--- config.mk ---
export PLATFORM = sky130hd
export DESIGN_NAME = msb_first_bit_packer_flat
export DESIGN_NICKNAME = d
export VERILOG_FILES = /design/src/hdl/msbp_pkg.sv /design/src/hdl/msbp_ifs.sv /design/src/hdl/msb_first_bit_packer.sv /design/src/hdl/msbp_front.sv /design/src/hdl/msbp_queue.sv /design/src/hdl/msbp_back.sv /design/src/flat_wrapper.sv
export VERILOG_INCLUDE_DIRS = /design/src /design/src/hdl
export SDC_FILE = /design/constraint.sdc
export NUM_CORES = 1
export LEC_CHECK = 0
export BUFFER_PORTS_ARGS = -buffer_cell sky130_fd_sc_hd__buf_2
export CAP_MARGIN = 20
export CORE_UTILIZATION = 55
export DETAILED_ROUTE_END_ITERATION = 10
export PLACE_DENSITY = 0.74
export SLEW_MARGIN = 30
export SYNTH_ARGS = -nofsm -noshare
export SYNTH_HDL_FRONTEND = slang
export SYNTH_SLANG_ARGS = --single-unit
--- constraint.sdc ---
create_clock -name clk -period 5.03 [get_ports clk]
set_input_delay 0.503 -clock clk [delete_from_list [all_inputs] [get_ports clk]]
set_output_delay 0.503 -clock clk [all_outputs]
set_load 0.05 [all_outputs]
--- src/hdl/assert_macros.svh ---
// Assertion macros shared by the RTL.
// Depends on nothing; included by files that carry concurrent assertions.
`ifndef ASSERT_MACROS_SVH
`define ASSERT_MACROS_SVH
`ifndef SYNTHESIS
`define MSBP_ASSERT(lbl, clk, rst_n, prop, msg) \
  lbl: assert property (@(posedge clk) disable iff (!rst_n) prop) else $error(msg);
`define MSBP_ASSERT_NEVER(lbl, clk, rst_n, expr, msg) \
  lbl: assert property (@(posedge clk) disable iff (!rst_n) !(expr)) else $error(msg);
`else
`define MSBP_ASSERT(lbl, clk, rst_n, prop, msg)
`define MSBP_ASSERT_NEVER(lbl, clk, rst_n, expr, msg)
`endif
`endif

--- src/hdl/msbp_pkg.sv ---
// Package for the MSB-first bit packer: field widths and default sizes.
// No dependencies.
`default_nettype none
package msbp_pkg;

  localparam int unsigned BIT_GROUP_W  = 32;
  localparam int unsigned BIT_COUNT_W  = 6;
  localparam int unsigned BYTE_W       = 8;
  localparam int unsigned BYTE_POS_W   = 12;
  localparam int unsigned PEND_W       = 7;

  localparam int unsigned MAX_BITS_DEFAULT     = 32;
  localparam int unsigned BUFFER_BYTES_DEFAULT = 4096;
  localparam int unsigned QUEUE_DEPTH          = 2;

endpackage
`default_nettype wire

--- src/hdl/msbp_ifs.sv ---
// Valid/ready channel interfaces for bit groups in and packed words out.
// Depends on msbp_pkg.
`default_nettype none
interface msbp_in_if import msbp_pkg::*; ();
  logic                   valid;
  logic                   ready;
  logic [BIT_GROUP_W-1:0] bit_group;
  logic [BIT_COUNT_W-1:0] bit_count;

  modport source (output valid, output bit_group, output bit_count, input ready);
  modport sink   (input valid, input bit_group, input bit_count, output ready);
endinterface

interface msbp_out_if import msbp_pkg::*; ();
  logic                  valid;
  logic                  ready;
  logic [BYTE_W-1:0]     byte_out;
  logic [BYTE_POS_W-1:0] byte_pos;
  logic                  last_of_group;

  modport source (output valid, output byte_out, output byte_pos, output last_of_group,
                  input ready);
  modport sink   (input valid, input byte_out, input byte_pos, input last_of_group,
                  output ready);
endinterface
`default_nettype wire

--- src/hdl/msb_first_bit_packer.sv ---
// MSB-first bit packer, top level: front end, queue and back end.
// Depends on msbp_pkg, msbp_ifs, msbp_front, msbp_queue, msbp_back, assert_macros.svh.
//
// in_ch carries a group of bit_count bits (saturated at MAX_BITS), highest bit
// first. Held bits from earlier groups lead; every completed byte leaves on
// out_ch with its buffer index and a last_of_group mark on the final byte
// a group completes. Groups that complete no byte only add to the held bits.
// A group is accepted in any cycle the two-entry queue has room, so groups
// may arrive back to back. out_ch gives one byte per cycle while it is not
// stalled; at MAX_BITS = 32 a group completes up to four bytes. When the back
// end is idle, the first byte of a group passes the queue, the work register
// and the output register before it shows on out_ch. A stall on out_ch holds
// the output byte, then fills the queue, then drops in_ch.ready. Synchronous
// reset clears the held bits, the buffer index and all valid flags; there is
// no flush of held bits.
`default_nettype none
`include "assert_macros.svh"
module msb_first_bit_packer import msbp_pkg::*; #(
  parameter int unsigned MAX_BITS     = MAX_BITS_DEFAULT,
  parameter int unsigned BUFFER_BYTES = BUFFER_BYTES_DEFAULT
) (
  input  wire logic clk,
  input  wire logic rst_n,
  msbp_in_if.sink   in_ch,
  msbp_out_if.source out_ch
);

  localparam int unsigned ACC_W = MAX_BITS + PEND_W;
  localparam int unsigned NB_W  = $clog2(ACC_W / BYTE_W + 1);

  logic                  q_push, q_pop, q_full, q_empty;
  logic [ACC_W-1:0]      q_in_data, q_out_data;
  logic [NB_W-1:0]       q_in_nbytes, q_out_nbytes;

  msbp_front #(.MAX_BITS(MAX_BITS)) u_front (
    .clk      (clk),
    .rst_n    (rst_n),
    .in_ch    (in_ch),
    .q_full   (q_full),
    .q_push   (q_push),
    .q_data   (q_in_data),
    .q_nbytes (q_in_nbytes)
  );

  msbp_queue #(.WIDTH(ACC_W + NB_W), .DEPTH(QUEUE_DEPTH)) u_queue (
    .clk   (clk),
    .rst_n (rst_n),
    .push  (q_push),
    .din   ({q_in_data, q_in_nbytes}),
    .full  (q_full),
    .pop   (q_pop),
    .dout  ({q_out_data, q_out_nbytes}),
    .empty (q_empty)
  );

  msbp_back #(.MAX_BITS(MAX_BITS), .BUFFER_BYTES(BUFFER_BYTES)) u_back (
    .clk      (clk),
    .rst_n    (rst_n),
    .q_empty  (q_empty),
    .q_data   (q_out_data),
    .q_nbytes (q_out_nbytes),
    .q_pop    (q_pop),
    .out_ch   (out_ch)
  );

  `MSBP_ASSERT_NEVER(a_no_overflow, clk, rst_n, q_push && q_full, "push into full queue")
  `MSBP_ASSERT(a_no_underflow, clk, rst_n, q_pop |-> !q_empty, "pop from empty queue")
  `MSBP_ASSERT(a_queued_has_bytes, clk, rst_n, !q_empty |-> (q_out_nbytes != '0), "empty word queued")

endmodule
`default_nettype wire

--- src/hdl/msbp_front.sv ---
// Front end: takes bit groups, merges them with held bits, queues aligned words.
// Depends on msbp_pkg and msbp_ifs.
`default_nettype none
module msbp_front import msbp_pkg::*; #(
  parameter int unsigned MAX_BITS = MAX_BITS_DEFAULT,
  localparam int unsigned ACC_W   = MAX_BITS + PEND_W,
  localparam int unsigned NB_W    = $clog2(ACC_W / BYTE_W + 1)
) (
  input  wire logic             clk,
  input  wire logic             rst_n,
  msbp_in_if.sink               in_ch,
  input  wire logic             q_full,
  output logic                  q_push,
  output logic [ACC_W-1:0]      q_data,
  output logic [NB_W-1:0]       q_nbytes
);

  logic [PEND_W-1:0]      pend_r;
  logic [2:0]             pcount_r;
  logic [BIT_COUNT_W-1:0] n;
  logic [BIT_GROUP_W-1:0] grp_m;
  logic [ACC_W-1:0]       acc;
  logic [6:0]             total;
  logic [6:0]             align_sh;
  logic                   accept;
  logic [PEND_W-1:0]      pend_nxt;

  assign in_ch.ready = !q_full;
  assign accept      = in_ch.valid && in_ch.ready;

  always_comb begin
    n = (in_ch.bit_count > BIT_COUNT_W'(MAX_BITS)) ? BIT_COUNT_W'(MAX_BITS) : in_ch.bit_count;
    grp_m    = in_ch.bit_group & ~({BIT_GROUP_W{1'b1}} << n);
    acc      = (ACC_W'(pend_r) << n) | ACC_W'(grp_m);
    total    = 7'(pcount_r) + 7'(n);
    align_sh = 7'(ACC_W) - total;
    // place the oldest bit at the top of the word
    q_data   = acc << align_sh;
    q_nbytes = NB_W'(total >> 3);
    q_push   = accept && (q_nbytes != '0);
    pend_nxt = PEND_W'(acc) & ~({PEND_W{1'b1}} << total[2:0]);
  end

  always_ff @(posedge clk) begin
    if (!rst_n) begin
      pend_r   <= '0;
      pcount_r <= '0;
    end else if (accept) begin
      pend_r   <= pend_nxt;
      pcount_r <= total[2:0];
    end
  end

endmodule
`default_nettype wire

--- src/hdl/msbp_queue.sv ---
// Short register queue between the front and back ends.
// Depends on nothing but its parameters.
`default_nettype none
module msbp_queue #(
  parameter int unsigned WIDTH = 8,
  parameter int unsigned DEPTH = 2,
  localparam int unsigned PTR_W = (DEPTH > 1) ? $clog2(DEPTH) : 1,
  localparam int unsigned CNT_W = $clog2(DEPTH + 1)
) (
  input  wire logic             clk,
  input  wire logic             rst_n,
  input  wire logic             push,
  input  wire logic [WIDTH-1:0] din,
  output logic                  full,
  input  wire logic             pop,
  output logic [WIDTH-1:0]      dout,
  output logic                  empty
);

  logic [WIDTH-1:0] mem_r [DEPTH];
  logic [PTR_W-1:0] wr_ptr_r, rd_ptr_r;
  logic [CNT_W-1:0] cnt_r;

  assign full  = (cnt_r == CNT_W'(DEPTH));
  assign empty = (cnt_r == '0);
  assign dout  = mem_r[rd_ptr_r];

  always_ff @(posedge clk) begin
    if (push) begin
      mem_r[wr_ptr_r] <= din;
    end
  end

  always_ff @(posedge clk) begin
    if (!rst_n) begin
      wr_ptr_r <= '0;
      rd_ptr_r <= '0;
      cnt_r    <= '0;
    end else begin
      if (push) begin
        wr_ptr_r <= (wr_ptr_r == PTR_W'(DEPTH - 1)) ? '0 : wr_ptr_r + 1'b1;
      end
      if (pop) begin
        rd_ptr_r <= (rd_ptr_r == PTR_W'(DEPTH - 1)) ? '0 : rd_ptr_r + 1'b1;
      end
      case ({push, pop})
        2'b10:   cnt_r <= cnt_r + 1'b1;
        2'b01:   cnt_r <= cnt_r - 1'b1;
        default: cnt_r <= cnt_r;
      endcase
    end
  end

endmodule
`default_nettype wire

--- src/hdl/msbp_back.sv ---
// Back end: unloads queued words one byte per ready cycle; tracks buffer index.
// Depends on msbp_pkg and msbp_ifs.
`default_nettype none
module msbp_back import msbp_pkg::*; #(
  parameter int unsigned MAX_BITS     = MAX_BITS_DEFAULT,
  parameter int unsigned BUFFER_BYTES = BUFFER_BYTES_DEFAULT,
  localparam int unsigned ACC_W       = MAX_BITS + PEND_W,
  localparam int unsigned NB_W        = $clog2(ACC_W / BYTE_W + 1),
  localparam int unsigned IDX_W       = $clog2(BUFFER_BYTES)
) (
  input  wire logic             clk,
  input  wire logic             rst_n,
  input  wire logic             q_empty,
  input  wire logic [ACC_W-1:0] q_data,
  input  wire logic [NB_W-1:0]  q_nbytes,
  output logic                  q_pop,
  msbp_out_if.source            out_ch
);

  logic [ACC_W-1:0]        work_data_r;
  logic [NB_W-1:0]         work_left_r;
  logic [IDX_W-1:0]        widx_r, widx_nxt;
  logic                    out_valid_r;
  logic [BYTE_W-1:0]       byte_r;
  logic [BYTE_POS_W-1:0]   idx_r;
  logic                    last_r;
  logic                    emit;

  assign emit  = (work_left_r != '0) && (!out_valid_r || out_ch.ready);
  // refill when idle or as the last byte of the current word leaves
  assign q_pop = !q_empty && ((work_left_r == '0) || (emit && (work_left_r == NB_W'(1))));
  assign widx_nxt = (widx_r == IDX_W'(BUFFER_BYTES - 1)) ? '0 : widx_r + 1'b1;

  assign out_ch.valid         = out_valid_r;
  assign out_ch.byte_out      = byte_r;
  assign out_ch.byte_pos      = idx_r;
  assign out_ch.last_of_group = last_r;

  always_ff @(posedge clk) begin
    if (!rst_n) begin
      out_valid_r <= 1'b0;
      work_left_r <= '0;
      widx_r      <= '0;
    end else begin
      if (emit) begin
        out_valid_r <= 1'b1;
        widx_r      <= widx_nxt;
      end else if (out_ch.ready) begin
        out_valid_r <= 1'b0;
      end
      if (q_pop) begin
        work_left_r <= q_nbytes;
      end else if (emit) begin
        work_left_r <= work_left_r - 1'b1;
      end
    end
  end

  always_ff @(posedge clk) begin
    if (q_pop) begin
      work_data_r <= q_data;
    end else if (emit) begin
      work_data_r <= work_data_r << BYTE_W;
    end
    if (emit) begin
      byte_r <= work_data_r[ACC_W-1 -: BYTE_W];
      idx_r  <= BYTE_POS_W'(widx_r);
      last_r <= (work_left_r == NB_W'(1));
    end
  end

endmodule
`default_nettype wire
--- src/flat_wrapper.sv ---
// flat-port wrapper written by rule: the top's interface ports become plain ports
module msb_first_bit_packer_flat import msbp_pkg::*;
#(
  parameter int unsigned MAX_BITS     = MAX_BITS_DEFAULT,
  parameter int unsigned BUFFER_BYTES = BUFFER_BYTES_DEFAULT
)
  (clk, rst_n, in_ch_valid, in_ch_bit_group, in_ch_bit_count, in_ch_ready, out_ch_valid, out_ch_byte_out, out_ch_byte_pos, out_ch_last_of_group, out_ch_ready);
  msbp_in_if in_ch_i ();
  msbp_out_if out_ch_i ();
  input  wire logic clk;
  input  wire logic rst_n;
  input wire logic [$bits(in_ch_i.valid)-1:0] in_ch_valid;
  input wire logic [$bits(in_ch_i.bit_group)-1:0] in_ch_bit_group;
  input wire logic [$bits(in_ch_i.bit_count)-1:0] in_ch_bit_count;
  output wire logic [$bits(in_ch_i.ready)-1:0] in_ch_ready;
  output wire logic [$bits(out_ch_i.valid)-1:0] out_ch_valid;
  output wire logic [$bits(out_ch_i.byte_out)-1:0] out_ch_byte_out;
  output wire logic [$bits(out_ch_i.byte_pos)-1:0] out_ch_byte_pos;
  output wire logic [$bits(out_ch_i.last_of_group)-1:0] out_ch_last_of_group;
  input wire logic [$bits(out_ch_i.ready)-1:0] out_ch_ready;
  assign in_ch_i.valid = in_ch_valid;
  assign in_ch_i.bit_group = in_ch_bit_group;
  assign in_ch_i.bit_count = in_ch_bit_count;
  assign in_ch_ready = in_ch_i.ready;
  assign out_ch_valid = out_ch_i.valid;
  assign out_ch_byte_out = out_ch_i.byte_out;
  assign out_ch_byte_pos = out_ch_i.byte_pos;
  assign out_ch_last_of_group = out_ch_i.last_of_group;
  assign out_ch_i.ready = out_ch_ready;
  msb_first_bit_packer #(.MAX_BITS(MAX_BITS), .BUFFER_BYTES(BUFFER_BYTES)) u_core (.clk(clk), .rst_n(rst_n), .in_ch(in_ch_i), .out_ch(out_ch_i));
endmodule
==> summary.md, run 1 <==
| Metric | Value |
|---|---|
| Status | `completed` |
| Longest Clk Path Bufs | `2` |
| GRT Residual Overflow | `0` |
| Port bufs | `64` |
| Min Tclk post-route | `3.93 ns` |
| Row count | `52` |
| GRT Max-Usage Layer | `met2` |
| Number of gates resized after cts | `0` |
| Nets@finish | `1230` |
| # diodes | `0` |
| Routed wire per std cell | `23.6 um` |
| Total routed wirelength | `34.5 mm` |
| Worst Tran Pin Value | `0.902 ns` |
| DRC Markers | `0` |
| Critical path class | `input port to register` |
| Synth Net Count | `1199` |
| H-tree depth | `4` |
| Post-synth EDFFs | `144` |
| M2 GR Usage | `49.5%` |
| Startpoint Class | `input port` |
| Worst hold path depth | `3` |
| RR Endpoint | `u_core.u_queue.mem_r[0][31]` |
| DRT iter0 DRCs | `1192` |
| Setup WS post-layout | `1.10 ns` |
| Power Density | `489 nW/um2` |
| M3 GR Usage | `7.37%` |
| Fillers | `1693` |
| Vias in the first global route | `9039` |
| Crit end category | `register` |
| Mean post-synth cell area | `9.87 um2` |
| Setup TNS | `0 ns` |
| Layout cells sized above 1 | `17.6%` |
| CTS tree | `done` |
| Starting Density | `56.1%` |
| CP Max Fanout | `23` |
| Synth unique cells | `103` |
| Final ANT Viol Nets | `0` |
| Gpl congestion | `1.03` |
| Worst vdd ir | `230 uV` |
| Post-Route Utilization | `61.8%` |
| Post-synth top area share | `38.2%` |
| Worst EP arrival | `4.17 ns` |
| Critical Path RT | `5.28 ns` |
| FF+latch count, synth | `175` |
| Die ar. | `21100 um2` |
| Ys Warns | `0` |
| CTS buffer count | `17` |
| Hold Violations, Final | `0` |
| GRT met1 Usage | `46.5%` |
| Asr flop ratio synth | `0%` |
| Flop2flop setup slack | `1.19 ns` |
| Initial antenna violation count | `0` |
| Clock root cell | `clkbuf_16` |
| First-pass GRT wire length | `52.7 mm` |
| Die Ht | `145 um` |
| Tot GR Track Use | `32.8%` |
| Later-pin clock latency in the skew report | `0.44 ns` |
| Post-DR vias/cell | `6.75` |
| F_max | `0.255 GHz` |
| Final Max Slew Viols | `0` |
| Largest net degree at the start of global routing | `75` |
| Worst r2r src | `u_core.u_front.pend_r[0]` |
| Fin Hold WS | `0.412 ns` |
| Leading area contributor after synthesis | `edfxtp_1` |
| Final setup vio count | `0` |
| Leakage power | `4.51 nW` |
| Max cap viols | `0` |
| Die Width | `145 um` |
| Relative slew slack | `38.3%` |
| Tcrit/Tclk final | `78.1%` |
| Via count | `9861` |
| Core Box Area | `20200 um2` |
| Syn Inst Count | `1146` |
| Area delta synth->final | `10.2%` |
| Fin Clk Skew | `0.0148 ns` |
| Setup Buffers After CTS | `0` |
| Final HPWL DP | `25.6 mm` |
| Post-synthesis sequential area ratio | `43.7%` |
| Synth top area cells | `edfxtp_1, mux2i_1, dfxtp_1, nand2_1, nor2_1` |
| Syn Std Cell Area | `11300 um2` |
| Cts-stage hold buffer count | `0` |
| Post-synth top flop | `edfxtp_1` |
| HP Class | `input port to register` |
| Hold_sp | `out_ch_ready` |
| Worst R2R Path Depth | `8` |
| Dpl ws | `0.701 ns` |
| Drt pass-1 iters | `7` |
| Worst Hold End | `u_core.u_back.out_ch.valid` |
| TritonCTS Sinks | `175` |
| RSZ-0062 raised after global routing | `no` |
| Worst-path clk slew | `0.07 ns` |
| # IOs | `65` |
## how the worst max path moves through the flow
| stage | start | end | slack [ns] | depth (start not counted) |
|---|---|---|---|---|
| 6_report | in_ch_bit_count[5] | u_core.u_queue.mem_r[1][41] | 1.10 | 20 |
| 5_1_grt | in_ch_bit_count[5] | u_core.u_queue.mem_r[0][41] | 0.81 | 20 |
| 4_1_cts | in_ch_bit_count[5] | u_core.u_queue.mem_r[1][41] | 1.14 | 20 |
| 3_5_place_dp | in_ch_bit_count[5] | u_core.u_queue.mem_r[1][41] | 0.70 | 20 |
| 3_3_place_gp | in_ch_bit_count[5] | u_core.u_queue.mem_r[0][41] | 0.79 | 20 |
| 2_1_floorplan | in_ch_bit_count[1] | u_core.u_queue.mem_r[0][0] | -0.26 | 16 |
## worst max-delay path, stage by stage
cell       delay [ns]
buf_2            0.22
buf_4            0.30
nand2b_1         0.17
inv_2            0.08
fa_2             0.40
a21oi_1          0.20
nor2_1           0.08
xnor2_1          0.13
nor2_1           0.18
inv_1            0.07
ha_1             0.20
ha_1             0.30
inv_1            0.06
nor2_1           0.19
nand2_1          0.17
buf_4            0.22
nor2_1           0.28
o21ai_0          0.14
a2bb2oi_1        0.16
o221ai_1         0.10
## power by group
part	internal [mW]	total, mW	switching, mW
combinational	0.750	2.47	1.72
sequential	2.19	2.33	0.143
clock	0.669	1.29	0.624
## cells by family (layout without fill, tap and decap cells)
| family | Yosys count | after routing | synth area share (%) |
|---|---|---|---|
| xor gates and xnor gates | 19 | 19 | 1.47 |
| AOI/OAI and AO/OA | 333 | 333 | 22.0 |
| muxes | 92 | 92 | 9.64 |
| DFF | 175 | 175 | 43.7 |
| adders and majority gates | 11 | 11 | 1.28 |
| and+or+nand+nor | 399 | 399 | 17.1 |
| buffers and inverters | 117 | 161 | 4.89 |
## layout make-up
cell class                 count  area, um2  share of cell area [%]
inverter                      26       97.6                   0.782
timing repair buffer         103        638                    5.12
sequential                   175       4950                    39.7
tap                          270        338                    2.71
multi-input combinational    854       5860                    47.0
clock buffer                  18        429                    3.44
clock inverter                14        166                    1.33
## flip-flops by register name (all words and copies together), names as in the netlist, named ones only
signal,flops
u_core.u_back.out_ch.last_of_group,1
u_core.u_front.pend_r,7
u_core.u_front.pcount_r,3
u_core.u_queue.wr_ptr_r,1
u_core.u_queue.cnt_r,2
u_core.u_queue.mem_r,84
u_core.u_back.work_left_r,3
u_core.u_back.out_ch.byte_out,8
u_core.u_back.out_ch.byte_pos,12
u_core.u_back.widx_r,12
u_core.u_back.work_data_r,39
u_core.u_back.out_ch.valid,1
u_core.u_queue.rd_ptr_r,1
## per-stage QoR
step / total power [mW] / instance area (um2) / instances
after global placement: 4.76 / 11900 / 1428
final: 6.10 / 12500 / 1460
after detailed placement: 4.79 / 11900 / 1428
after CTS: 6.09 / 12500 / 1460
after floorplan: 4.08 / 11300 / 1146
after global routing: 6.40 / 12500 / 1460
## routing by layer
metal | vias up | share of wire [%] | wire [um]
met2 | 590 | 45 | 15400
met3 | 83 | 9.9 | 3430
met1 | 4758 | 42 | 14600
li1 | 4430 | - | -
met4 | 0 | 2.9 | 1010
met5 | - | 0 | 0
## synth_stat cells, types with 13 or more instances
master,instances
nand3_1,32
clkbuf_1,46
o21ai_0,68
dfxtp_1,31
nor2b_1,15
buf_2,21
and2_1,21
nand2_1,125
nor3_1,24
nand2b_1,13
a22oi_1,18
inv_1,20
a221oi_1,13
mux2_2,13
mux2i_1,66
edfxtp_1,144
o22ai_1,14
a21oi_1,48
o211ai_1,13
nor2_1,107
## cell usage in the layout, fill, tap and decap left out, drive strengths merged, types with 13 or more instances in the layout
| cell type | instances |
|---|---|
| nor3 | 26 |
| o211ai | 13 |
| a221oi | 17 |
| dfxtp | 31 |
| nor2 | 107 |
| a211oi | 15 |
| nor2b | 15 |
| mux2 | 13 |
| clkbuf | 18 |
| a21oi | 48 |
| a22oi | 21 |
| o21ai | 77 |
| nand2b | 13 |
| o22ai | 15 |
| and2 | 23 |
| mux2i | 68 |
| edfxtp | 144 |
| nand3 | 32 |
| nand2 | 125 |
| inv | 31 |
| buf | 103 |
(Power assumes the default switching activity.)
==> inputs of run 2 (changes only) <==
- PLACE_DENSITY: 0.74 -> 0.71
- clock period: 5.03 -> 4.04 ns (I/O delays scaled with it)
==> run 2 against run 1 <==
Clock-buffer cell count is 1 lower; die area is the same; flip-flop and latch count unchanged; global-route usage up 0.17 points; wire length increased by 0.52%; first-iteration DRC count is 10% higher; sequential power increased by 25%; core utilization up 1.2 points; register-to-register slack got worse by 0.70 ns; combinational power is 27% higher; via count fell by 0.83%; critical path type unchanged; largest cell class unchanged.
==> summary.md, run 2 (synthesized netlist as in run 1, its figures left out) <==
| Metric | Value |
|---|---|
| Relative slew slack | `40.2% (was 38.3%)` |
| Longest Clk Path Bufs | `2 (unchanged)` |
| Die Ht | `145 um (unchanged)` |
| Tcrit/Tclk final | `88.7%` |
| Clock root cell | `clkbuf_16 (unchanged)` |
| Min Tclk post-route | `3.59 ns` |
| Most common cell after layout, fill and taps aside | `edfxtp_1 (unchanged)` |
| Starting Density | `56.1% (unchanged)` |
| Drt pass-1 iters | `5 (was 7)` |
| Fin Hold WS | `0.324 ns (was 0.412 ns)` |
| Via count | `9779 (was 9861)` |
| F_max | `0.279 GHz` |
| # IOs | `65 (unchanged)` |
| CTS buffer count | `17 (unchanged)` |
| DRT iter0 DRCs | `1315 (was 1192)` |
| Setup TNS | `0 ns (unchanged)` |
| CP Max Fanout | `7 (was 23)` |
| Routed wire per std cell | `23.4 um (was 23.6 um)` |
| Fin Clk Skew | `0.0151 ns (was 0.0148 ns)` |
| Worst-path clk slew | `0.08 ns (was 0.07 ns)` |
| Later-pin clock latency in the skew report | `0.43 ns (was 0.44 ns)` |
| Critical path class | `input port to register (unchanged)` |
| Layout cells sized above 1 | `19.1% (was 17.6%)` |
| Post-DR vias/cell | `6.61 (was 6.75)` |
| Largest regs | `u_core.u_queue.mem_r: 84 flops, u_core.u_back.work_data_r: 39 flops (unchanged)` |
| Setup Buffers After CTS | `0 (unchanged)` |
| Worst R2R Path Depth | `8 (unchanged)` |
| First-pass GRT wire length | `53.1 mm (was 52.7 mm)` |
| TritonCTS Sinks | `175 (unchanged)` |
| Worst vdd ir | `316 uV (was 230 uV)` |
| HP Class | `input port to register (unchanged)` |
| Number of gates resized after cts | `0 (unchanged)` |
| Cts-stage hold buffer count | `0 (unchanged)` |
| Final Max Slew Viols | `0 (unchanged)` |
| Gpl congestion | `1.01 (was 1.03)` |
| CTS tree | `done (unchanged)` |
| Vias in the first global route | `9064 (was 9039)` |
| Max reg flops | `84 (unchanged)` |
| Area delta synth->final | `12.3% (was 10.2%)` |
| RSZ-0062 raised after global routing | `no (unchanged)` |
| Reg with most FFs | `u_core.u_queue.mem_r (unchanged)` |
| Startpoint Class | `input port (unchanged)` |
| Die Width | `145 um (unchanged)` |
| Die ar. | `21100 um2 (unchanged)` |
| Port bufs | `64 (unchanged)` |
| Total routed wirelength | `34.7 mm (was 34.5 mm)` |
| Nets@finish | `1249 (was 1230)` |
| Initial antenna violation count | `0 (unchanged)` |
| Hold Violations, Final | `0 (unchanged)` |
| Critical Path RT | `4.27 ns (was 5.28 ns)` |
| DRC Markers | `0 (unchanged)` |
| Max cap viols | `0 (unchanged)` |
| GRT Residual Overflow | `0 (unchanged)` |
| Tot GR Track Use | `33.0% (was 32.8%)` |
| H-tree depth | `4 (unchanged)` |
| Final ANT Viol Nets | `0 (unchanged)` |
| Worst EP arrival | `3.82 ns (was 4.17 ns)` |
| Final HPWL DP | `25.5 mm (was 25.6 mm)` |
| Power Density | `615 nW/um2 (was 489 nW/um2)` |
| Worst hold path depth | `3 (unchanged)` |
| Final setup vio count | `0 (unchanged)` |
| Leakage power | `4.64 nW (was 4.51 nW)` |
| Core Box Area | `20200 um2 (unchanged)` |
| Largest net degree at the start of global routing | `60 (was 75)` |
| Worst Tran Pin Value | `0.897 ns (was 0.902 ns)` |
| Commonest non-fill, non-tap cells in the layout | `edfxtp_1, nand2_1, nor2_1 (unchanged)` |
| Row count | `52 (unchanged)` |
| # diodes | `0 (unchanged)` |
| Crit end category | `register (unchanged)` |
| Status | `completed (unchanged)` |
==> run 2: cell count changes in the layout (fill, tap and decap cells not counted), moves of 2 or more <==
cell / previous run / this run
buf_4: 37 / 54
inv_12: 0 / 4
buf_12: 2 / 4
inv_6: 3 / 1
inv_8: 3 / 1
==> run 2: power by group <==
| part | internal [mW] | total (mW) | leakage (nW) | switching (mW) |
|---|---|---|---|---|
| registers | 2.73 | 2.92 | 1.65 | 0.195 |
| clock network | 0.921 | 1.76 | 0.313 | 0.835 |
| logic | 0.979 | 3.13 | 2.68 | 2.15 |
| total | 4.63 | 7.81 | 4.64 | 3.18 |
==> run 2: metrics by stage <==
stage / cells / area [um2] / setup WS [ns] / power (mW) / utilization (%)
finish: 1479 / 12700 / 0.455 / 7.81 / 63.0
global placement: 1447 / 12000 / 0.204 / 5.98 / 59.7
CTS: 1479 / 12700 / 0.530 / 7.80 / 63.0
detailed placement: 1447 / 12100 / 0.0916 / 6.02 / 59.7
global route: 1479 / 12700 / 0.206 / 8.17 / 63.0
floorplan: 1146 / 11300 / 0.0527 / 5.09 / -
==> run 2: worst max-delay path, cell delays in order <==
cell and delay [ns]:
buf_2 0.11, nand2b_1 0.19, inv_1 0.09, ha_1 0.22
fa_2 0.37, a21oi_1 0.21, nor2_1 0.08, xnor2_1 0.14
nor2_1 0.19, inv_1 0.07, ha_1 0.20, ha_1 0.37
inv_1 0.07, nor2_1 0.22, nand2_1 0.23, nor2_2 0.24
o21ai_0 0.13, a2bb2oi_1 0.16, o221ai_1 0.11
==> run 2: area by class of cell <==
type | count | area [um2]
Multi-Input combinational cell | 854 | 5860
Fill cell | 1691 | 7460
Sequential cell | 175 | 4950
Timing Repair Buffer | 122 | 806
Clock buffer | 17 | 425
Inverter | 26 | 97.6
Clock inverter | 15 | 230
Tap cell | 270 | 338
==> run 2: final timing paths <==
path                                                    start                          endpoint  slack [ns]
worst max-delay path                       in_ch_bit_count[5]       u_core.u_queue.mem_r[1][41]        0.45
worst min-delay path                             out_ch_ready        u_core.u_back.out_ch.valid        0.32
worst max register to register       u_core.u_front.pend_r[5]       u_core.u_queue.mem_r[0][36]        0.49
worst min register to register  u_core.u_back.work_data_r[32]  u_core.u_back.out_ch.byte_out[1]        0.42
==> run 2: layer usage <==
layer / track usage (%) / share of wire [%] / up-vias
li1: - / - / 4479
met1: 47.1 / 44 / 4696
met2: 50.0 / 44 / 550
met3: 7.43 / 10 / 54
met4: 9.84 / 2.2 / 0
met5: 0 / 0 / -
